[src/rtl/sqlpow_pkg.sv]
// Shared types and constants for the checked integer power/mod/div/abs unit.
`default_nettype none
package sqlpow_pkg;
	localparam int unsigned DW = 64;
	localparam logic [DW-1:0] INT_MIN = {1'b1, {(DW-1){1'b0}}};
	localparam logic [DW-1:0] INT_MAX = {1'b0, {(DW-1){1'b1}}};
	localparam logic [DW-1:0] ONE     = {{(DW-1){1'b0}}, 1'b1};

	typedef enum logic [1:0] {
		OP_POW = 2'd0,
		OP_MOD = 2'd1,
		OP_DIV = 2'd2,
		OP_ABS = 2'd3
	} op_t;

	typedef enum logic [1:0] {
		ERR_NONE  = 2'd0,
		ERR_RANGE = 2'd1,
		ERR_DIVZ  = 2'd2
	} err_t;

	typedef enum logic [2:0] {
		ST_IDLE,
		ST_DECODE,
		ST_POW_STEP,
		ST_POW_MUL,
		ST_POW_SHIFT,
		ST_POW_SQR,
		ST_DIV,
		ST_WB
	} state_t;

	// Result of the iterative multiplier, full 128-bit product.
	typedef struct packed {
		logic              done;
		logic [2*DW-1:0]   prod;
	} mul_rsp_t;

	// Result of the iterative divider.
	typedef struct packed {
		logic              done;
		logic [DW-1:0]     quo;
		logic [DW-1:0]     rem;
	} div_rsp_t;
endpackage
`default_nettype wire

[src/rtl/sqlpow_in_if.sv]
// Input channel: operation and two signed 64-bit operands.
`default_nettype none
interface sqlpow_in_if;
	logic        valid;
	logic        ready;
	logic [1:0]  op;
	logic signed [63:0] left_operand;
	logic signed [63:0] right_operand;
	modport source (output valid, output op, output left_operand, output right_operand,
		input ready);
	modport sink (input valid, input op, input left_operand, input right_operand,
		output ready);
endinterface
`default_nettype wire

[src/rtl/sqlpow_out_if.sv]
// Output channel: signed 64-bit value and error code.
`default_nettype none
interface sqlpow_out_if;
	logic        valid;
	logic        ready;
	logic signed [63:0] value;
	logic [1:0]  error_code;
	modport source (output valid, output value, output error_code, input ready);
	modport sink (input valid, input value, input error_code, output ready);
endinterface
`default_nettype wire

[src/rtl/sqlpow_mul.sv]
// Iterative 64x64 unsigned multiplier: four 32x32 partial products, accumulated one at a time.
`default_nettype none
module sqlpow_mul
	import sqlpow_pkg::*;
(
	input  wire logic          clk,
	input  wire logic          arst_n,
	input  wire logic          start,
	input  wire logic [DW-1:0] a,
	input  wire logic [DW-1:0] b,
	output mul_rsp_t           rsp
);
	localparam int unsigned HW = DW / 2;

	logic [DW-1:0]   a_q, b_q;
	logic [DW-1:0]   pp_q;
	logic [2*DW-1:0] acc_q;
	logic [2:0]      cnt_q;
	logic            busy_q, done_q;
	logic [HW-1:0]   ah, bh;
	logic [2*DW-1:0] pp_sh;

	// Operand half selection for the current partial product
	always_comb begin
		ah = cnt_q[1] ? a_q[DW-1:HW] : a_q[HW-1:0];
		bh = cnt_q[0] ? b_q[DW-1:HW] : b_q[HW-1:0];
	end

	// Alignment of the previous partial product (index cnt_q - 1)
	always_comb begin
		case (cnt_q)
			3'd1:    pp_sh = {{DW{1'b0}}, pp_q};
			3'd2,
			3'd3:    pp_sh = {{HW{1'b0}}, pp_q, {HW{1'b0}}};
			3'd4:    pp_sh = {pp_q, {DW{1'b0}}};
			default: pp_sh = '0;
		endcase
	end

	always_ff @(posedge clk or negedge arst_n) begin
		if (!arst_n) begin
			busy_q <= 1'b0;
			done_q <= 1'b0;
			cnt_q  <= '0;
		end else begin
			done_q <= 1'b0;
			if (start) begin
				busy_q <= 1'b1;
				cnt_q  <= '0;
			end else if (busy_q) begin
				cnt_q <= cnt_q + 3'd1;
				if (cnt_q == 3'd4) begin
					busy_q <= 1'b0;
					done_q <= 1'b1;
				end
			end
		end
	end

	// Datapath: multiply one cycle, accumulate the next
	always_ff @(posedge clk) begin
		if (start) begin
			a_q   <= a;
			b_q   <= b;
			acc_q <= '0;
		end else if (busy_q) begin
			pp_q  <= {{HW{1'b0}}, ah} * {{HW{1'b0}}, bh};
			acc_q <= acc_q + pp_sh;
		end
	end

	assign rsp.done = done_q;
	assign rsp.prod = acc_q;
endmodule
`default_nettype wire

[src/rtl/sqlpow_div.sv]
// Restoring unsigned 64-bit divider, one quotient bit per cycle.
`default_nettype none
module sqlpow_div
	import sqlpow_pkg::*;
(
	input  wire logic          clk,
	input  wire logic          arst_n,
	input  wire logic          start,
	input  wire logic [DW-1:0] dividend,
	input  wire logic [DW-1:0] divisor,
	output div_rsp_t           rsp
);
	localparam int unsigned CW = $clog2(DW);

	logic [DW-1:0] q_q, r_q, d_q;
	logic [CW-1:0] cnt_q;
	logic          busy_q, done_q;
	logic [DW:0]   shifted, trial;

	// Shift in next dividend bit and trial subtract
	always_comb begin
		shifted = {r_q, q_q[DW-1]};
		trial   = shifted - {1'b0, d_q};
	end

	always_ff @(posedge clk or negedge arst_n) begin
		if (!arst_n) begin
			busy_q <= 1'b0;
			done_q <= 1'b0;
			cnt_q  <= '0;
		end else begin
			done_q <= 1'b0;
			if (start) begin
				busy_q <= 1'b1;
				cnt_q  <= '0;
			end else if (busy_q) begin
				cnt_q <= cnt_q + CW'(1);
				if (cnt_q == CW'(DW - 1)) begin
					busy_q <= 1'b0;
					done_q <= 1'b1;
				end
			end
		end
	end

	always_ff @(posedge clk) begin
		if (start) begin
			q_q <= dividend;
			r_q <= '0;
			d_q <= divisor;
		end else if (busy_q) begin
			if (!trial[DW]) begin
				r_q <= trial[DW-1:0];
				q_q <= {q_q[DW-2:0], 1'b1};
			end else begin
				r_q <= shifted[DW-1:0];
				q_q <= {q_q[DW-2:0], 1'b0};
			end
		end
	end

	assign rsp.done = done_q;
	assign rsp.quo  = q_q;
	assign rsp.rem  = r_q;
endmodule
`default_nettype wire

[src/rtl/sql_integer_pow_mod_div_abs_unit.sv]
// Top level: sequencer for checked power, modulo, divide and absolute value.
//
// channel  | dir | payload
// in_ch    | in  | op, left_operand, right_operand
// out_ch   | out | value, error_code
//
// Absolute value and early errors go from decode straight to writeback.
// Modulo and divide wait on the 64-step restoring divider.
// Power works through the exponent bit by bit: a multiply for each set bit
// and a squaring while exponent bits remain, for up to 63 exponent bits.
// One item at a time; in_ch.ready is high only when the sequencer is idle.
// The result register holds until taken; a new item is accepted meanwhile.
`default_nettype none
module sql_integer_pow_mod_div_abs_unit
	import sqlpow_pkg::*;
(
	input wire logic     clk,
	input wire logic     arst_n,
	sqlpow_in_if.sink    in_ch,
	sqlpow_out_if.source out_ch
);
	state_t        state_q, state_d;
	op_t           op_q;
	logic [DW-1:0] a_q, b_q, e_q;
	logic [DW-1:0] res_mag_q, cur_mag_q;
	logic          res_neg_q, cur_neg_q, sign_q;
	logic [DW-1:0] fin_val_q;
	err_t          fin_err_q;
	logic          out_valid_q;
	logic [DW-1:0] out_val_q;
	err_t          out_err_q;

	logic          mul_start, div_start;
	logic [DW-1:0] mul_a, mul_b;
	mul_rsp_t      mul_rsp;
	div_rsp_t      div_rsp;

	logic          accept, wb_go;
	logic [DW-1:0] a_mag, b_mag, e_next, mul_limit, div_pick;
	logic          prod_neg, mul_fits, sqr_fits, a_neg, b_neg;
	logic          pow_trivial, div_trivial;

	// Operand decode
	always_comb begin
		a_neg     = a_q[DW-1];
		b_neg     = b_q[DW-1];
		a_mag     = a_neg ? (~a_q + ONE) : a_q;
		b_mag     = b_neg ? (~b_q + ONE) : b_q;
		e_next    = {1'b0, e_q[DW-1:1]};
		prod_neg  = res_neg_q ^ cur_neg_q;
		mul_limit = prod_neg ? INT_MIN : INT_MAX;
		mul_fits  = (mul_rsp.prod[2*DW-1:DW] == '0) && (mul_rsp.prod[DW-1:0] <= mul_limit);
		sqr_fits  = (mul_rsp.prod[2*DW-1:DW] == '0) && (mul_rsp.prod[DW-1:0] <= INT_MAX);
		pow_trivial = (b_q == '0) || b_neg;
		div_trivial = (b_q == '0) || ((op_q == OP_DIV) && (a_q == INT_MIN) && (b_q == '1));
		div_pick    = (op_q == OP_MOD) ? div_rsp.rem : div_rsp.quo;
		accept      = in_ch.valid && in_ch.ready;
		wb_go       = !out_valid_q || out_ch.ready;
	end

	// Next state
	always_comb begin
		state_d = state_q;
		case (state_q)
			ST_IDLE:      if (accept) state_d = ST_DECODE;
			ST_DECODE: begin
				case (op_q)
					OP_POW:  state_d = pow_trivial ? ST_WB : ST_POW_STEP;
					OP_MOD,
					OP_DIV:  state_d = div_trivial ? ST_WB : ST_DIV;
					default: state_d = ST_WB;
				endcase
			end
			ST_POW_STEP:  state_d = e_q[0] ? ST_POW_MUL : ST_POW_SHIFT;
			ST_POW_MUL: begin
				if (mul_rsp.done) state_d = mul_fits ? ST_POW_SHIFT : ST_WB;
			end
			ST_POW_SHIFT: state_d = (e_next != '0) ? ST_POW_SQR : ST_WB;
			ST_POW_SQR: begin
				if (mul_rsp.done) state_d = sqr_fits ? ST_POW_STEP : ST_WB;
			end
			ST_DIV:       if (div_rsp.done) state_d = ST_WB;
			ST_WB:        if (wb_go) state_d = ST_IDLE;
			default:      state_d = ST_IDLE;
		endcase
	end

	// Control outputs
	always_comb begin
		in_ch.ready = (state_q == ST_IDLE);
		mul_start   = 1'b0;
		div_start   = 1'b0;
		mul_a       = cur_mag_q;
		mul_b       = cur_mag_q;
		case (state_q)
			ST_POW_STEP: begin
				mul_start = e_q[0];
				mul_a     = res_mag_q;
			end
			ST_POW_SHIFT: mul_start = (e_next != '0);
			ST_DECODE:    div_start = (op_q inside {OP_MOD, OP_DIV}) && !div_trivial;
			default: ;
		endcase
	end

	always_ff @(posedge clk or negedge arst_n) begin
		if (!arst_n) begin
			state_q     <= ST_IDLE;
			out_valid_q <= 1'b0;
		end else begin
			state_q <= state_d;
			if (state_q == ST_WB && wb_go) out_valid_q <= 1'b1;
			else if (out_ch.ready) out_valid_q <= 1'b0;
		end
	end

	// Datapath registers
	always_ff @(posedge clk) begin
		case (state_q)
			ST_IDLE: begin
				if (accept) begin
					op_q <= op_t'(in_ch.op);
					a_q  <= in_ch.left_operand;
					b_q  <= in_ch.right_operand;
				end
			end
			ST_DECODE: begin
				fin_err_q <= ERR_NONE;
				fin_val_q <= '0;
				res_mag_q <= ONE;
				res_neg_q <= 1'b0;
				cur_mag_q <= a_mag;
				cur_neg_q <= a_neg;
				e_q       <= b_q;
				sign_q    <= (op_q == OP_MOD) ? a_neg : (a_neg ^ b_neg);
				case (op_q)
					OP_POW: begin
						if (b_q == '0 && a_q == '0) fin_err_q <= ERR_RANGE;
						else fin_val_q <= ONE;
					end
					OP_MOD,
					OP_DIV: begin
						if (b_q == '0) fin_err_q <= ERR_DIVZ;
						else if (div_trivial) fin_err_q <= ERR_RANGE;
					end
					default: begin
						if (a_q == INT_MIN) fin_err_q <= ERR_RANGE;
						else fin_val_q <= a_mag;
					end
				endcase
			end
			ST_POW_MUL: begin
				if (mul_rsp.done) begin
					if (mul_fits) begin
						res_mag_q <= mul_rsp.prod[DW-1:0];
						res_neg_q <= prod_neg && (mul_rsp.prod[DW-1:0] != '0);
					end else begin
						fin_err_q <= ERR_RANGE;
						fin_val_q <= '0;
					end
				end
			end
			ST_POW_SHIFT: begin
				e_q       <= e_next;
				fin_val_q <= res_neg_q ? (~res_mag_q + ONE) : res_mag_q;
			end
			ST_POW_SQR: begin
				if (mul_rsp.done) begin
					if (sqr_fits) begin
						cur_mag_q <= mul_rsp.prod[DW-1:0];
						cur_neg_q <= 1'b0;
					end else begin
						fin_err_q <= ERR_RANGE;
						fin_val_q <= '0;
					end
				end
			end
			ST_DIV: begin
				if (div_rsp.done) fin_val_q <= sign_q ? (~div_pick + ONE) : div_pick;
			end
			ST_WB: begin
				if (wb_go) begin
					out_val_q <= fin_val_q;
					out_err_q <= fin_err_q;
				end
			end
			default: ;
		endcase
	end

	sqlpow_mul u_mul (
		.clk    (clk),
		.arst_n (arst_n),
		.start  (mul_start),
		.a      (mul_a),
		.b      (mul_b),
		.rsp    (mul_rsp)
	);

	sqlpow_div u_div (
		.clk      (clk),
		.arst_n   (arst_n),
		.start    (div_start),
		.dividend (a_mag),
		.divisor  (b_mag),
		.rsp      (div_rsp)
	);

	assign out_ch.valid      = out_valid_q;
	assign out_ch.value      = out_val_q;
	assign out_ch.error_code = out_err_q;

`ifndef SYNTHESIS
	a_err_zero: assert property (@(posedge clk) disable iff (!arst_n)
		out_valid_q && (out_err_q != ERR_NONE) |-> (out_val_q == '0))
		else $error("error result with nonzero value");
	a_busy_after_accept: assert property (@(posedge clk) disable iff (!arst_n)
		accept |=> !in_ch.ready)
		else $error("ready after accept");
	a_mul_done_state: assert property (@(posedge clk) disable iff (!arst_n)
		mul_rsp.done |-> (state_q == ST_POW_MUL || state_q == ST_POW_SQR))
		else $error("multiply done outside power step");
	a_div_done_state: assert property (@(posedge clk) disable iff (!arst_n)
		div_rsp.done |-> (state_q == ST_DIV))
		else $error("divide done outside divide state");
`endif
endmodule
`default_nettype wire
[src/flat_wrapper.sv]
// flat-port wrapper written by rule: the top's interface ports become plain ports
module sql_integer_pow_mod_div_abs_unit_flat import sqlpow_pkg::*;
  (clk, arst_n, in_ch_valid, in_ch_op, in_ch_left_operand, in_ch_right_operand, in_ch_ready, out_ch_valid, out_ch_value, out_ch_error_code, out_ch_ready);
  sqlpow_in_if in_ch_i ();
  sqlpow_out_if out_ch_i ();
  input wire logic clk;
  input wire logic arst_n;
  input wire logic [$bits(in_ch_i.valid)-1:0] in_ch_valid;
  input wire logic [$bits(in_ch_i.op)-1:0] in_ch_op;
  input wire logic [$bits(in_ch_i.left_operand)-1:0] in_ch_left_operand;
  input wire logic [$bits(in_ch_i.right_operand)-1:0] in_ch_right_operand;
  output wire logic [$bits(in_ch_i.ready)-1:0] in_ch_ready;
  output wire logic [$bits(out_ch_i.valid)-1:0] out_ch_valid;
  output wire logic [$bits(out_ch_i.value)-1:0] out_ch_value;
  output wire logic [$bits(out_ch_i.error_code)-1:0] out_ch_error_code;
  input wire logic [$bits(out_ch_i.ready)-1:0] out_ch_ready;
  assign in_ch_i.valid = in_ch_valid;
  assign in_ch_i.op = in_ch_op;
  assign in_ch_i.left_operand = in_ch_left_operand;
  assign in_ch_i.right_operand = in_ch_right_operand;
  assign in_ch_ready = in_ch_i.ready;
  assign out_ch_valid = out_ch_i.valid;
  assign out_ch_value = out_ch_i.value;
  assign out_ch_error_code = out_ch_i.error_code;
  assign out_ch_i.ready = out_ch_ready;
  sql_integer_pow_mod_div_abs_unit u_core (.clk(clk), .arst_n(arst_n), .in_ch(in_ch_i), .out_ch(out_ch_i));
endmodule
[config.mk]
export PLATFORM = sky130hd
export DESIGN_NAME = sql_integer_pow_mod_div_abs_unit_flat
export DESIGN_NICKNAME = d
export VERILOG_FILES = /design/src/rtl/sqlpow_pkg.sv /design/src/rtl/sqlpow_in_if.sv /design/src/rtl/sqlpow_out_if.sv /design/src/rtl/sqlpow_mul.sv /design/src/rtl/sqlpow_div.sv /design/src/rtl/sql_integer_pow_mod_div_abs_unit.sv /design/src/flat_wrapper.sv
export SDC_FILE = /design/constraint.sdc
export NUM_CORES = 2
export LEC_CHECK = 0
export BUFFER_PORTS_ARGS = -buffer_cell sky130_fd_sc_hd__buf_2
export CORE_MARGIN = 5
export CORE_UTILIZATION = 35
export DETAILED_ROUTE_END_ITERATION = 6
export MAX_ROUTING_LAYER = met4
export PLACE_DENSITY = 0.53
export SYNTH_ARGS = -nofsm -noshare
export SYNTH_HDL_FRONTEND = slang
export SYNTH_SLANG_ARGS = --single-unit
[constraint.sdc]
create_clock -name clk -period 29.8 [get_ports clk]
set_input_delay 2.98 -clock clk [delete_from_list [all_inputs] [get_ports clk]]
set_output_delay 2.98 -clock clk [all_outputs]
set_load 0.02 [all_outputs]
==> flow_summary.toml <==
[detailed_routing]
top_layer = "met4"
ant_nets = 0
wire_per_inst_um = 25.8
met3WireLength_mm = 23.1
vias_per_cell = 5.57
dr_total_vias = 72200
met1_length_mm = 144
drtPass1Iterations = 6
drt_iter0_drc = 6842
totalWireLength_mm = 334
route.met2.wl_mm = 153
post-route-drc-count = 0

[grt]
grt_max_degree = 133
track_usage_pct = 25.0
grt_overflow = 0
grt_pass1_vias = 72900
antenna_found_initial = 18
grt_pass1_wl_mm = 492

[synthesis]
synth_cells = 9484
ys_warn_count = 0
ys_types = 92
ys_seq_area_share_pct = 30.5
syn_nets = 11000
synth_flop_cell = "edfxtp_1"
async_reset_ff_share_pct = 1.72
synth_edf_count = 777
synth-seq-cells = 986
synth_area_per_cell_um2 = 9.54
syn_area_um2 = 90500

[final_layout]
drive_gt1_share_pct = 8.82
nFillCells = 25600
layout.nets = 11000
final_common_cell = "nor2_1"
multiInputGateArea_um2 = 57500
syn2layout_area_growth_pct = 9.66
finalNonFillerCells = 13000
final_util_pct = 38.6
regArea_um2 = 27600
mostFrequentLayoutCells = "nor2_1 (1151), inv_1 (1050), nand2_1 (1031)"

[timing]
slew_violations = 0
period_share_pct = 38.1
fin_crit_ns = 11.36
rsz0062_at_grt = "no"
tns_ns = 0
fin_ws_ns = 18.44
tightestPinTransition_ns = 1.44
slew_headroom_pct = 1.73
finalHoldViolations = 0
finalClockSkew_ns = 0.110
setup_violations = 0
max_freq_mhz = 88.1

[clock_network]
htreeDepth = 3
cts_hold_repair.buffers = 0
clock_latency_ns = 0.80
clock_path_buffers = 3
numCtsBuffers = 108
cts_tree = "done"
numClockSinks = 986
root_buffer = "clkbuf_16"
postCtsSetupRepairBufs = 0
path_clk_slew_ns = 0.06
ctsResizeCount = 0

[min_path]
hold_path_class = "reg -> reg"

[job]
max_cap_viol_count = 1

[placement]
pre_cts_slack_ns = 18.69
gp_congestion = 0.952
portBuffers = 201
dpl.hpwl_mm = 263
numPlacedInstances = 12700

[die]
initial_utilization_pct = 35.2
io_pins = 202
std_cell_rows = 186
die_x_um = 519
die_h_um = 519
coreArea_um2 = 257000
dieArea_um2 = 269000

[critical_path]
worstPathRequired_ns = 30.23
end_kind = "flop"
critPathSlowestCell = "mux2i_4"
worstPathArrival_ns = 11.79
path_common_cell = "fa_1"
critPathLaunchType = "flop"
max_stage_delay_ns = 1.21
critPathMaxFanout = 38
path_class = "reg -> reg"

[status]
violations = "capacitance limit"
run_status = "finished, violations left"
[state kept, by name, summed over array words and instances, names as in the netlist, 2 cells and up]
register / cells
u_core.a_q: 64
u_core.b_q: 64
u_core.cur_mag_q: 64
u_core.e_q: 64
u_core.fin_err_q: 2
u_core.fin_val_q: 64
u_core.op_q: 2
u_core.out_ch.error_code: 2
u_core.out_ch.value: 64
u_core.res_mag_q: 64
u_core.state_q: 3
u_core.u_div.cnt_q: 6
u_core.u_div.d_q: 64
u_core.u_div.q_q: 64
u_core.u_div.r_q: 64
u_core.u_mul.a_q: 64
u_core.u_mul.acc_q: 128
u_core.u_mul.b_q: 64
u_core.u_mul.cnt_q: 3
u_core.u_mul.pp_q: 64
[worst paths after layout]
path                                           end  slack (ns)             startpoint  cells past startpoint
min in group asynchronous      u_core.out_ch.valid        2.24                 arst_n                      1
max reg2reg                  u_core.u_mul.pp_q[60]       18.44  u_core.u_mul.cnt_q[0]                     25
max in group asynchronous    u_core.u_mul.cnt_q[1]       27.02                 arst_n                      1
max                          u_core.u_mul.pp_q[60]       18.44  u_core.u_mul.cnt_q[0]                     25
min reg2reg                u_core.out_ch.value[37]        0.42   u_core.fin_val_q[37]                      0
min                        u_core.out_ch.value[37]        0.42   u_core.fin_val_q[37]                      0
[through the flow]
step	area (um^2)	hold slack (ns)
floorplan	90500	0.400
global placement	95400	0.404
detailed placement	95400	0.405
CTS	99200	0.410
global route	99200	0.424
finish	99300	0.419
[worst max-delay path: cells and delay by family (launching register included)]
family                     cells  cell delay [ns]
xor gates and xnor gates       1             0.10
and+or+nand+nor                4             1.05
buffers and inverters          3             0.77
muxes                          1             1.21
adders and majority gates      9             4.43
DFF                            1             0.71
AOI/OAI and AO/OA              7             2.65
[cell usage after synthesis, types with 17 or more instances]
| cell | n | area (um^2) |
|---|---|---|
| buf_1 | 28 | 105 |
| o41ai_1 | 33 | 289 |
| inv_1 | 1052 | 3950 |
| nor3_1 | 99 | 495 |
| o21ai_1 | 27 | 135 |
| or3_1 | 48 | 300 |
| nand2b_1 | 48 | 300 |
| o31ai_1 | 78 | 586 |
| buf_2 | 23 | 115 |
| nand4_1 | 142 | 888 |
| a22o_1 | 64 | 561 |
| xnor2_1 | 304 | 2660 |
| mux2i_1 | 265 | 2650 |
| and3_1 | 50 | 313 |
| a211oi_2 | 47 | 588 |
| or2_2 | 30 | 188 |
| o21ai_0 | 303 | 1520 |
| xor2_1 | 189 | 1660 |
| nor2b_1 | 30 | 188 |
| o21a_1 | 37 | 278 |
| fa_1 | 898 | 18000 |
| o221ai_1 | 54 | 473 |
| a21o_1 | 170 | 1280 |
| nor4_1 | 85 | 532 |
| or4_1 | 27 | 203 |
| mux2_2 | 131 | 1480 |
| dfrtp_1 | 17 | 425 |
| nor2_1 | 1155 | 4340 |
| edfxtp_1 | 777 | 23300 |
| a21oi_1 | 536 | 2680 |
| and2_1 | 123 | 769 |
| ha_1 | 531 | 6640 |
| nand2_1 | 1032 | 3870 |
| a211oi_1 | 35 | 263 |
| nand3_1 | 82 | 410 |
| nor3b_1 | 19 | 143 |
| a31oi_1 | 35 | 219 |
| dfxtp_1 | 192 | 3840 |
| clkbuf_1 | 409 | 1540 |
| o21bai_1 | 64 | 480 |
| a22oi_1 | 25 | 188 |
| o211ai_1 | 19 | 143 |
[metal layers]
metal	vias to the layer above	GRT usage, %
met1	36700	33.2
li1	32100	-
met2	2901	39.1
met3	567	3.55
met5	-	-
met4	0	9.24
[final cells by class]
cell class                      count  area share (%)
Multi-Input combinational cell   6976            58.0
Sequential cell                   986            27.8
Tap cell                         3384            4.27
Inverter                         1055            3.99
Clock buffer                      122            2.80
Timing Repair Buffer              338            2.06
Clock inverter                     82            1.06
Antenna cell                       11          0.0277
[cell families after synthesis]
family | synth area share [%]
AND/OR/NAND/NOR | 14.7
AO/OA/AOI/OAI | 11.8
buffers and inverters | 6.38
adder cells (fa/ha/maj) | 27.2
flip-flops | 30.5
XOR/XNOR | 4.77
multiplexers | 4.73
Power is not shown: default switching activity piles up to over one toggle a cycle in this logic, so the estimate is an artifact.
